[src/sv/sha256_byte_stream_hasher_assert.svh]
// Assertion macros for the SHA-256 byte stream hasher.
`ifndef SHA256_BYTE_STREAM_HASHER_ASSERT_SVH
`define SHA256_BYTE_STREAM_HASHER_ASSERT_SVH
`ifndef SYNTHESIS
`define SHA_ASSERT(label, prop, msg) \
    label: assert property (@(posedge clk) disable iff (!rst_n) prop) else $error(msg);
`define SHA_ASSERT_NEXT(label, pre, post, msg) \
    label: assert property (@(posedge clk) disable iff (!rst_n) (pre) |=> (post)) else $error(msg);
`else
`define SHA_ASSERT(label, prop, msg)
`define SHA_ASSERT_NEXT(label, pre, post, msg)
`endif
`endif

[src/sv/sha_pkg.sv]
// Shared types, constants and functions of the SHA-256 hasher.
package sha_pkg;
    typedef struct packed {
        logic [7:0] data_byte;
        logic       has_byte;
        logic       end_of_message;
    } sha_in_t;

    typedef struct packed {
        logic [31:0] digest_word;
        logic [2:0]  word_index;
        logic        last_word;
    } sha_out_t;

    typedef enum logic [1:0] {
        BSRC_INPUT = 2'd0,
        BSRC_PAD   = 2'd1,
        BSRC_ZERO  = 2'd2,
        BSRC_LEN   = 2'd3
    } byte_src_t;

    typedef struct packed {
        logic      put_byte;
        byte_src_t src;
        logic      add_len;
        logic      start_block;
        logic      round;
        logic      finish_block;
        logic      out_load;
        logic      out_shift;
        logic      reinit;
    } sha_cmd_t;

    typedef struct packed {
        logic [5:0] byte_pos;
        logic       last_round;
    } sha_stat_t;

    localparam logic [31:0] INIT_HASH [8] = '{
        32'h6a09e667, 32'hbb67ae85, 32'h3c6ef372, 32'ha54ff53a,
        32'h510e527f, 32'h9b05688c, 32'h1f83d9ab, 32'h5be0cd19};

    localparam logic [31:0] ROUND_K [64] = '{
        32'h428a2f98,32'h71374491,32'hb5c0fbcf,32'he9b5dba5,32'h3956c25b,32'h59f111f1,
        32'h923f82a4,32'hab1c5ed5,32'hd807aa98,32'h12835b01,32'h243185be,32'h550c7dc3,
        32'h72be5d74,32'h80deb1fe,32'h9bdc06a7,32'hc19bf174,32'he49b69c1,32'hefbe4786,
        32'h0fc19dc6,32'h240ca1cc,32'h2de92c6f,32'h4a7484aa,32'h5cb0a9dc,32'h76f988da,
        32'h983e5152,32'ha831c66d,32'hb00327c8,32'hbf597fc7,32'hc6e00bf3,32'hd5a79147,
        32'h06ca6351,32'h14292967,32'h27b70a85,32'h2e1b2138,32'h4d2c6dfc,32'h53380d13,
        32'h650a7354,32'h766a0abb,32'h81c2c92e,32'h92722c85,32'ha2bfe8a1,32'ha81a664b,
        32'hc24b8b70,32'hc76c51a3,32'hd192e819,32'hd6990624,32'hf40e3585,32'h106aa070,
        32'h19a4c116,32'h1e376c08,32'h2748774c,32'h34b0bcb5,32'h391c0cb3,32'h4ed8aa4a,
        32'h5b9cca4f,32'h682e6ff3,32'h748f82ee,32'h78a5636f,32'h84c87814,32'h8cc70208,
        32'h90befffa,32'ha4506ceb,32'hbef9a3f7,32'hc67178f2};

    localparam logic [7:0] PAD_BYTE = 8'h80;
    localparam logic [5:0] LEN_POS  = 6'd56;

    function automatic logic [31:0] ror32(input logic [31:0] v, input int unsigned n);
        return (v >> n) | (v << (32 - n));
    endfunction
endpackage

[src/sv/sha_datapath.sv]
// Datapath: byte packing, length counter, schedule, round unit, chaining state, output shifter.
module sha_datapath
    import sha_pkg::*;
(
    input  logic        clk,
    input  logic        rst_n,
    input  sha_cmd_t    cmd,
    input  logic [7:0]  data_byte,
    output sha_stat_t   stat,
    output logic [31:0] out_word
);
    logic [5:0]  pos_reg, pos_next;
    logic [63:0] len_reg, len_next;
    logic [2:0]  lenb_reg, lenb_next;
    logic [31:0] w_reg [16];
    logic [31:0] v_reg [8];
    logic [31:0] h_reg [8], h_next [8];
    logic [31:0] hsum [8];
    logic [31:0] o_reg [8];
    logic [5:0]  rnd_reg, rnd_next;
    logic [7:0]  wbyte;
    logic [31:0] wr, sg0, sg1, t1, t2, bs0, bs1, chs, mj;

    always_comb
    begin
        case (cmd.src)
            BSRC_INPUT: wbyte = data_byte;
            BSRC_PAD:   wbyte = PAD_BYTE;
            BSRC_ZERO:  wbyte = 8'h00;
            BSRC_LEN:   wbyte = len_reg[63 - 8 * lenb_reg -: 8];
            default:    wbyte = 8'h00;
        endcase
    end

    assign sg0 = ror32(w_reg[1], 7) ^ ror32(w_reg[1], 18) ^ (w_reg[1] >> 3);
    assign sg1 = ror32(w_reg[14], 17) ^ ror32(w_reg[14], 19) ^ (w_reg[14] >> 10);
    assign wr  = w_reg[0];
    assign bs1 = ror32(v_reg[4], 6) ^ ror32(v_reg[4], 11) ^ ror32(v_reg[4], 25);
    assign chs = (v_reg[4] & v_reg[5]) ^ (~v_reg[4] & v_reg[6]);
    assign t1  = v_reg[7] + bs1 + chs + ROUND_K[rnd_reg] + wr;
    assign bs0 = ror32(v_reg[0], 2) ^ ror32(v_reg[0], 13) ^ ror32(v_reg[0], 22);
    assign mj  = (v_reg[0] & v_reg[1]) ^ (v_reg[0] & v_reg[2]) ^ (v_reg[1] & v_reg[2]);
    assign t2  = bs0 + mj;

    always_comb
    begin
        for (int k = 0; k < 8; k++)
        begin
            hsum[k] = h_reg[k] + v_reg[k];
        end
    end

    always_comb
    begin
        pos_next  = pos_reg;
        len_next  = len_reg;
        lenb_next = lenb_reg;
        rnd_next  = rnd_reg;
        for (int k = 0; k < 8; k++)
        begin
            h_next[k] = h_reg[k];
        end
        if (cmd.put_byte)
        begin
            pos_next = pos_reg + 6'd1;
            if (cmd.src == BSRC_LEN)
            begin
                lenb_next = lenb_reg + 3'd1;
            end
        end
        if (cmd.add_len)
        begin
            len_next = len_reg + 64'd8;
        end
        if (cmd.start_block)
        begin
            rnd_next = '0;
        end
        else if (cmd.round)
        begin
            rnd_next = rnd_reg + 6'd1;
        end
        if (cmd.finish_block)
        begin
            for (int k = 0; k < 8; k++)
            begin
                h_next[k] = hsum[k];
            end
        end
        if (cmd.reinit)
        begin
            for (int k = 0; k < 8; k++)
            begin
                h_next[k] = INIT_HASH[k];
            end
            pos_next  = '0;
            len_next  = '0;
            lenb_next = '0;
        end
    end

    always_ff @(posedge clk or negedge rst_n)
    begin
        if (!rst_n)
        begin
            pos_reg  <= '0;
            len_reg  <= '0;
            lenb_reg <= '0;
            rnd_reg  <= '0;
            for (int k = 0; k < 8; k++)
            begin
                h_reg[k] <= INIT_HASH[k];
            end
        end
        else
        begin
            pos_reg  <= pos_next;
            len_reg  <= len_next;
            lenb_reg <= lenb_next;
            rnd_reg  <= rnd_next;
            for (int k = 0; k < 8; k++)
            begin
                h_reg[k] <= h_next[k];
            end
        end
    end

    always_ff @(posedge clk)
    begin
        if (cmd.put_byte)
        begin
            w_reg[pos_reg[5:2]][{~pos_reg[1:0], 3'b000} +: 8] <= wbyte;
        end
        if (cmd.start_block)
        begin
            for (int k = 0; k < 8; k++)
            begin
                v_reg[k] <= h_reg[k];
            end
        end
        else if (cmd.round)
        begin
            for (int k = 0; k < 15; k++)
            begin
                w_reg[k] <= w_reg[k + 1];
            end
            w_reg[15] <= w_reg[0] + sg0 + w_reg[9] + sg1;
            v_reg[7] <= v_reg[6];
            v_reg[6] <= v_reg[5];
            v_reg[5] <= v_reg[4];
            v_reg[4] <= v_reg[3] + t1;
            v_reg[3] <= v_reg[2];
            v_reg[2] <= v_reg[1];
            v_reg[1] <= v_reg[0];
            v_reg[0] <= t1 + t2;
        end
        if (cmd.out_load)
        begin
            for (int k = 0; k < 8; k++)
            begin
                o_reg[k] <= hsum[k];
            end
        end
        else if (cmd.out_shift)
        begin
            for (int k = 0; k < 7; k++)
            begin
                o_reg[k] <= o_reg[k + 1];
            end
            o_reg[7] <= o_reg[7];
        end
    end

    assign stat.byte_pos   = pos_reg;
    assign stat.last_round = (rnd_reg == 6'd63);
    assign out_word        = o_reg[0];
endmodule

[src/sv/sha_ctrl.sv]
// Controller: sequences byte intake, padding, rounds and digest output.
module sha_ctrl
    import sha_pkg::*;
(
    input  logic      clk,
    input  logic      rst_n,
    input  sha_in_t   in_item,
    input  logic      in_valid,
    output logic      in_ready,
    input  sha_stat_t stat,
    output sha_cmd_t  cmd,
    output logic      out_valid,
    input  logic      out_ready,
    output logic [2:0] out_index
);
    `include "sha256_byte_stream_hasher_assert.svh"

    typedef enum logic [2:0] {
        S_IDLE, S_ROUND, S_FINISH, S_ADD, S_PAD, S_LEN, S_OUT
    } state_t;

    state_t     state_reg, state_next;
    logic       fin_reg, fin_next;
    logic [2:0] idx_reg, idx_next;
    logic       ov_reg, ov_next;
    state_t     after_reg, after_next;
    logic       accept;

    assign in_ready  = (state_reg == S_IDLE);
    assign accept    = in_valid && in_ready;
    assign out_valid = ov_reg;
    assign out_index = idx_reg;

    always_comb
    begin
        state_next = state_reg;
        fin_next   = fin_reg;
        idx_next   = idx_reg;
        ov_next    = ov_reg;
        after_next = after_reg;
        cmd        = '0;
        cmd.src    = BSRC_INPUT;
        case (state_reg)
            S_IDLE:
            begin
                if (accept)
                begin
                    cmd.put_byte = in_item.has_byte;
                    cmd.add_len  = in_item.has_byte;
                    fin_next     = in_item.end_of_message;
                    if (in_item.has_byte && stat.byte_pos == 6'd63)
                    begin
                        state_next  = S_ROUND;
                        after_next  = in_item.end_of_message ? S_PAD : S_IDLE;
                    end
                    else if (in_item.end_of_message)
                    begin
                        state_next = S_PAD;
                    end
                end
            end
            S_ROUND:
            begin
                cmd.start_block = 1'b1;
                state_next      = S_FINISH;
            end
            S_FINISH:
            begin
                cmd.round = 1'b1;
                if (stat.last_round)
                begin
                    state_next = S_ADD;
                end
            end
            S_ADD:
            begin
                if (after_reg == S_OUT)
                begin
                    cmd.out_load = 1'b1;
                    cmd.reinit   = 1'b1;
                    ov_next      = 1'b1;
                    idx_next     = '0;
                    state_next   = S_OUT;
                end
                else
                begin
                    cmd.finish_block = 1'b1;
                    state_next       = after_reg;
                end
            end
            S_PAD:
            begin
                cmd.put_byte = 1'b1;
                cmd.src      = fin_reg ? BSRC_PAD : BSRC_ZERO;
                fin_next     = 1'b0;
                if (stat.byte_pos == 6'd63)
                begin
                    state_next = S_ROUND;
                    after_next = S_PAD;
                end
                else if (stat.byte_pos + 6'd1 == LEN_POS)
                begin
                    state_next = S_LEN;
                end
            end
            S_LEN:
            begin
                cmd.put_byte = 1'b1;
                cmd.src      = BSRC_LEN;
                if (stat.byte_pos == 6'd63)
                begin
                    state_next = S_ROUND;
                    after_next = S_OUT;
                end
            end
            S_OUT:
            begin
                if (ov_reg && out_ready)
                begin
                    cmd.out_shift = 1'b1;
                    idx_next      = idx_reg + 3'd1;
                    if (idx_reg == 3'd7)
                    begin
                        ov_next    = 1'b0;
                        state_next = S_IDLE;
                    end
                end
            end
            default:
            begin
                state_next = S_IDLE;
            end
        endcase
    end

    always_ff @(posedge clk or negedge rst_n)
    begin
        if (!rst_n)
        begin
            state_reg <= S_IDLE;
            fin_reg   <= 1'b0;
            idx_reg   <= '0;
            ov_reg    <= 1'b0;
            after_reg <= S_IDLE;
        end
        else
        begin
            state_reg <= state_next;
            fin_reg   <= fin_next;
            idx_reg   <= idx_next;
            ov_reg    <= ov_next;
            after_reg <= after_next;
        end
    end

    `SHA_ASSERT(a_no_accept_busy, !(accept && ov_reg), "item accepted during output")
    `SHA_ASSERT(a_out_in_out_state, !ov_reg || state_reg == S_OUT, "output outside output state")
    `SHA_ASSERT_NEXT(a_round_starts, state_reg == S_ROUND, state_reg == S_FINISH, "round start lost")
endmodule

[src/sv/sha256_byte_stream_hasher.sv]
// SHA-256 over a byte stream: one byte per item, digest as eight words after the last item.
// Each completed 64-byte block holds the input while the single round unit runs 64 rounds
// plus a state load and a final add. After the last item the block writes padding and
// length one byte per cycle, pausing while a full block is compressed, compresses one or
// two blocks, and then offers the eight digest words, high word first, at up to one per
// cycle. No new item is taken until the eighth word is delivered.
module sha256_byte_stream_hasher
    import sha_pkg::*;
(
    input  logic     clk,
    input  logic     rst_n,
    input  sha_in_t  in_data,
    input  logic     in_valid,
    output logic     in_ready,
    output sha_out_t out_data,
    output logic     out_valid,
    input  logic     out_ready
);
    sha_cmd_t    cmd;
    sha_stat_t   stat;
    logic [31:0] word;
    logic [2:0]  idx;

    sha_ctrl u_ctrl (
        .clk       (clk),
        .rst_n     (rst_n),
        .in_item   (in_data),
        .in_valid  (in_valid),
        .in_ready  (in_ready),
        .stat      (stat),
        .cmd       (cmd),
        .out_valid (out_valid),
        .out_ready (out_ready),
        .out_index (idx)
    );

    sha_datapath u_dp (
        .clk       (clk),
        .rst_n     (rst_n),
        .cmd       (cmd),
        .data_byte (in_data.data_byte),
        .stat      (stat),
        .out_word  (word)
    );

    assign out_data.digest_word = word;
    assign out_data.word_index  = idx;
    assign out_data.last_word   = (idx == 3'd7);
endmodule

[config.mk]
export PLATFORM = sky130hd
export DESIGN_NAME = sha256_byte_stream_hasher
export DESIGN_NICKNAME = d
export VERILOG_FILES = /design/src/sv/sha_pkg.sv /design/src/sv/sha_datapath.sv /design/src/sv/sha_ctrl.sv /design/src/sv/sha256_byte_stream_hasher.sv
export VERILOG_INCLUDE_DIRS = /design/src /design/src/sv
export SDC_FILE = /design/constraint.sdc
export NUM_CORES = 2
export LEC_CHECK = 0
export BUFFER_PORTS_ARGS = -buffer_cell sky130_fd_sc_hd__clkbuf_2
export CAP_MARGIN = 20
export CORE_ASPECT_RATIO = 1.75
export CORE_MARGIN = 5
export CORE_UTILIZATION = 50
export CTS_CLUSTER_SIZE = 10
export DETAILED_ROUTE_END_ITERATION = 10
export MAX_ROUTING_LAYER = met4
export PLACE_DENSITY = 0.65
export RECOVER_POWER = 25
export SLEW_MARGIN = 30
export SYNTH_ARGS = -nofsm -noshare
export SYNTH_HDL_FRONTEND = slang
export SYNTH_SLANG_ARGS = --single-unit
export TNS_END_PERCENT = 50
[constraint.sdc]
create_clock -name clk -period 10.02 [get_ports clk]
set_input_delay 0 -clock clk [delete_from_list [all_inputs] [get_ports clk]]
set_output_delay 0 -clock clk [all_outputs]
set_load 0.1 [all_outputs]
==> results.ini <==
[outcome]
status = finished, violations left
violations = max-capacitance violations, max-slew violations

[sta]
fin_tns_setup_ns = 0
period_share = 0.940
slew_viol_final = 1222
max_freq_mhz = 106
slew_headroom = -4.47
worstMarginPinSlew_ns = 8.20
period_minus_slack_ns = 9.42
finalSetupViolations = 0
skew_ns = 0.0510
rsz0062_at_grt = no
final_hold_viol_count = 0
finalWorstSetupSlack_ns = 0.602

[global_routing]
grtUsageTotal = 0.361
grt_pass1_wl_um = 450000
grt-ovfl-total = 0
antenna_found_initial = 8
grt_pass1_vias = 65900
grt_max_degree = 186

[routing]
ant_nets = 0
wl_per_cell_um = 30.2
routed_wl_um = 315000
vias = 64100
first_pass_iters = 6
drc = 0
drtIter0Drc = 4957
vias_per_cell = 6.15

[logic_synthesis]
yosys.area_share.simple = 0.119
synth_seq_cells = 1366
synthFlopType = edfxtp_1
netlist_area_um2 = 83300
muxShareOfSynthArea = 0.0139
yosysUniqueCellTypes = 91
yosysWarnings = 0
syn_inst = 8080
synth_top_family_by_area = compound AO/OA/AOI/OAI gates
synthesis.nets = 8688
async_reset_ff_frac = 0.250
seq_area_frac_synth = 0.474
synth-compound-area-share = 0.179
synth-xor-area-share = 0.0676
synthAdderAreaFrac = 0.109
synth_edf_count = 1024
avgSynthCellArea_um2 = 10.3

[power_and_ir_drop]
ir_drop_v = 0.000200
comb_power_share = 0.005
seqPwrFrac = 0.517
clkPwrFrac = 0.478
p_switching_uw = 2450
internal_power_uw = 9200
powerDensity_nw_per_um2 = 128
p_leak_uw = 0.0398
p_sw_frac = 0.210

[setup_path]
start_kind = register
arrival_ns = 9.95
slowest_delay_ns = 0.58
worstSetupEndpointType = register
required_ns = 10.55
critPathSlowestCell = ha_1
crit_type = reg2reg
worstPathMaxFanout = 23
r2r_setup_slack_ns = 0.60
crit_path_frequent_cell = inv_1
rr_worst_depth = 38

[placement]
io_buffers = 51
place_area_um2 = 86600
gp_congestion = 1.06
post-place-ws_ns = 0.669
dp_hpwl_um = 233000

[floorplan]
core_area_um2 = 166000
fp.dieArea_um2 = 175000
start_util = 0.502
pin_count = 52
dieHeight_um = 550
rows = 198
dieWidth_um = 318

[min_path]
hold_path.class = in2reg
hold_depth = 4

[final_layout]
final_common_cell = nand2_1
mostFrequentLayoutCells = nand2_1 (1331), edfxtp_1 (1024), a21o_1 (671)
largest_reg_flops = 512
stdcell_area_um2 = 91300
drive_above_1_share = 0.0820
syn_to_final_growth_pct = 9.66
fin_nets = 8704

[clocking]
post-cts-setup-buffer-count = 0
clock_sinks = 1366
htreeDepth = 4
clock_latency_ns = 0.83
clockBufferDepth = 4
clkTransAtPathRegs_ns = 0.06
numCtsBuffers = 165
cts_root_buf = clkbuf_16
cts_tree = done

[flow_run]
maxCapViolCount = 21

-- cell families after synthesis --
group	after synthesis
compound gates	2261
xor+xnor	638
fa+ha+maj	616
buf+inv	790
flops	1366
mux	90
simple gates	2319
-- worst paths after layout --
check,end,from
max,u_dp.v_reg[0][25],u_dp.rnd_reg[0]
min in group asynchronous,u_dp.h_reg[230],rst_n
min,u_ctrl.after_reg[2],in_data[0]
min reg2reg,u_dp.h_reg[192],u_dp.h_reg[192]
max in group asynchronous,u_dp.h_reg[61],rst_n
max reg2reg,u_dp.v_reg[0][25],u_dp.rnd_reg[0]
-- routing by layer --
metal	up-vias	global-route usage	wire (um)	part of all wire
li1	28800	-	-	-
met1	31800	0.334	98900	0.31
met2	2388	0.634	161000	0.51
met3	1121	0.0464	14400	0.046
met4	0	0.352	40600	0.13
met5	-	-	0	0
-- area by class of cell --
class                           count  area (um^2)
Fill cell                       14600        74700
Multi-Input combinational cell   5924        40800
Sequential cell                  1366        39500
Clock buffer                      264         4590
Tap cell                         2200         2750
Timing Repair Buffer              319         2290
Inverter                          320         1200
Clock inverter                     11          128
Antenna cell                       17         42.5
-- stage by stage --
| stage | utilization | cells | power, uW | hold slack [ns] |
|---|---|---|---|---|
| floorplan | - | 8080 | 6140 | -0.296 |
| detailed placement | 0.521 | 10100 | 6190 | 0.108 |
| global route | 0.550 | 10400 | 11900 | 0.168 |
| CTS | 0.551 | 10400 | 11700 | 0.0266 |
| global placement | 0.521 | 10100 | 6190 | 0.116 |
| finish | 0.550 | 10400 | 11600 | 0.120 |
-- power by group through the flow --
stage | combinational [uW] | sequential, uW | clock, uW
2_1_floorplan | 3.44 | 6140 | 0
3_3_place_gp | 54.0 | 6140 | 0
3_5_place_dp | 54.5 | 6140 | 0
4_1_cts | 61.1 | 6020 | 5640
5_1_grt | 62.2 | 6020 | 5860
6_report | 57.0 | 6020 | 5570
-- cells in the mapped netlist, types with 13 or more instances --
library cell / count / area [um^2]
mux2_2: 25 / 282
or4_1: 14 / 105
dfstp_2: 136 / 3570
o21bai_1: 50 / 375
o22a_1: 67 / 587
nor3b_1: 17 / 128
nand4_1: 25 / 156
nor2_1: 459 / 1720
o22ai_1: 38 / 238
buf_1: 33 / 124
buf_4: 33 / 248
edfxtp_1: 1024 / 30700
and2_1: 19 / 119
a21o_1: 671 / 5040
ha_1: 399 / 4990
o21ai_0: 497 / 2490
o211ai_1: 25 / 188
nand2_1: 1333 / 5000
nor3_1: 85 / 425
a211oi_1: 57 / 428
a22oi_1: 13 / 97.6
mux2i_1: 47 / 470
xnor2_1: 446 / 3910
a31oi_1: 62 / 388
or3_1: 33 / 206
maj3_1: 22 / 220
o31ai_1: 43 / 323
a21oi_1: 449 / 2250
mux4_2: 18 / 405
nor2b_1: 46 / 288
nand2b_1: 55 / 344
dfrtp_1: 206 / 5150
xor2_1: 189 / 1660
fa_1: 195 / 3900
a22o_1: 71 / 622
inv_1: 317 / 1190
a211o_1: 15 / 131
o311ai_0: 16 / 140
and3_1: 49 / 307
or2_2: 19 / 119
clkbuf_1: 399 / 1500
o21a_1: 64 / 480
nand3_1: 124 / 621
-- worst max-delay path: cells and delay by family, from the launching register on --
kind	cells	cell delay [ns]
AO/OA/AOI/OAI	14	2.77
flip-flops	1	0.34
buffers and inverters	10	1.24
adder cells (fa/ha/maj)	7	3.21
XOR/XNOR	1	0.21
AND/OR/NAND/NOR	6	1.36
-- repair_timing --
item | 4_1_cts | 5_1_grt
hold endpoints to repair | 132 | 0
hold buffers | 18 | 0
resized for setup | 0 | 0
No activity file was read; power rests on OpenSTA's default activity.
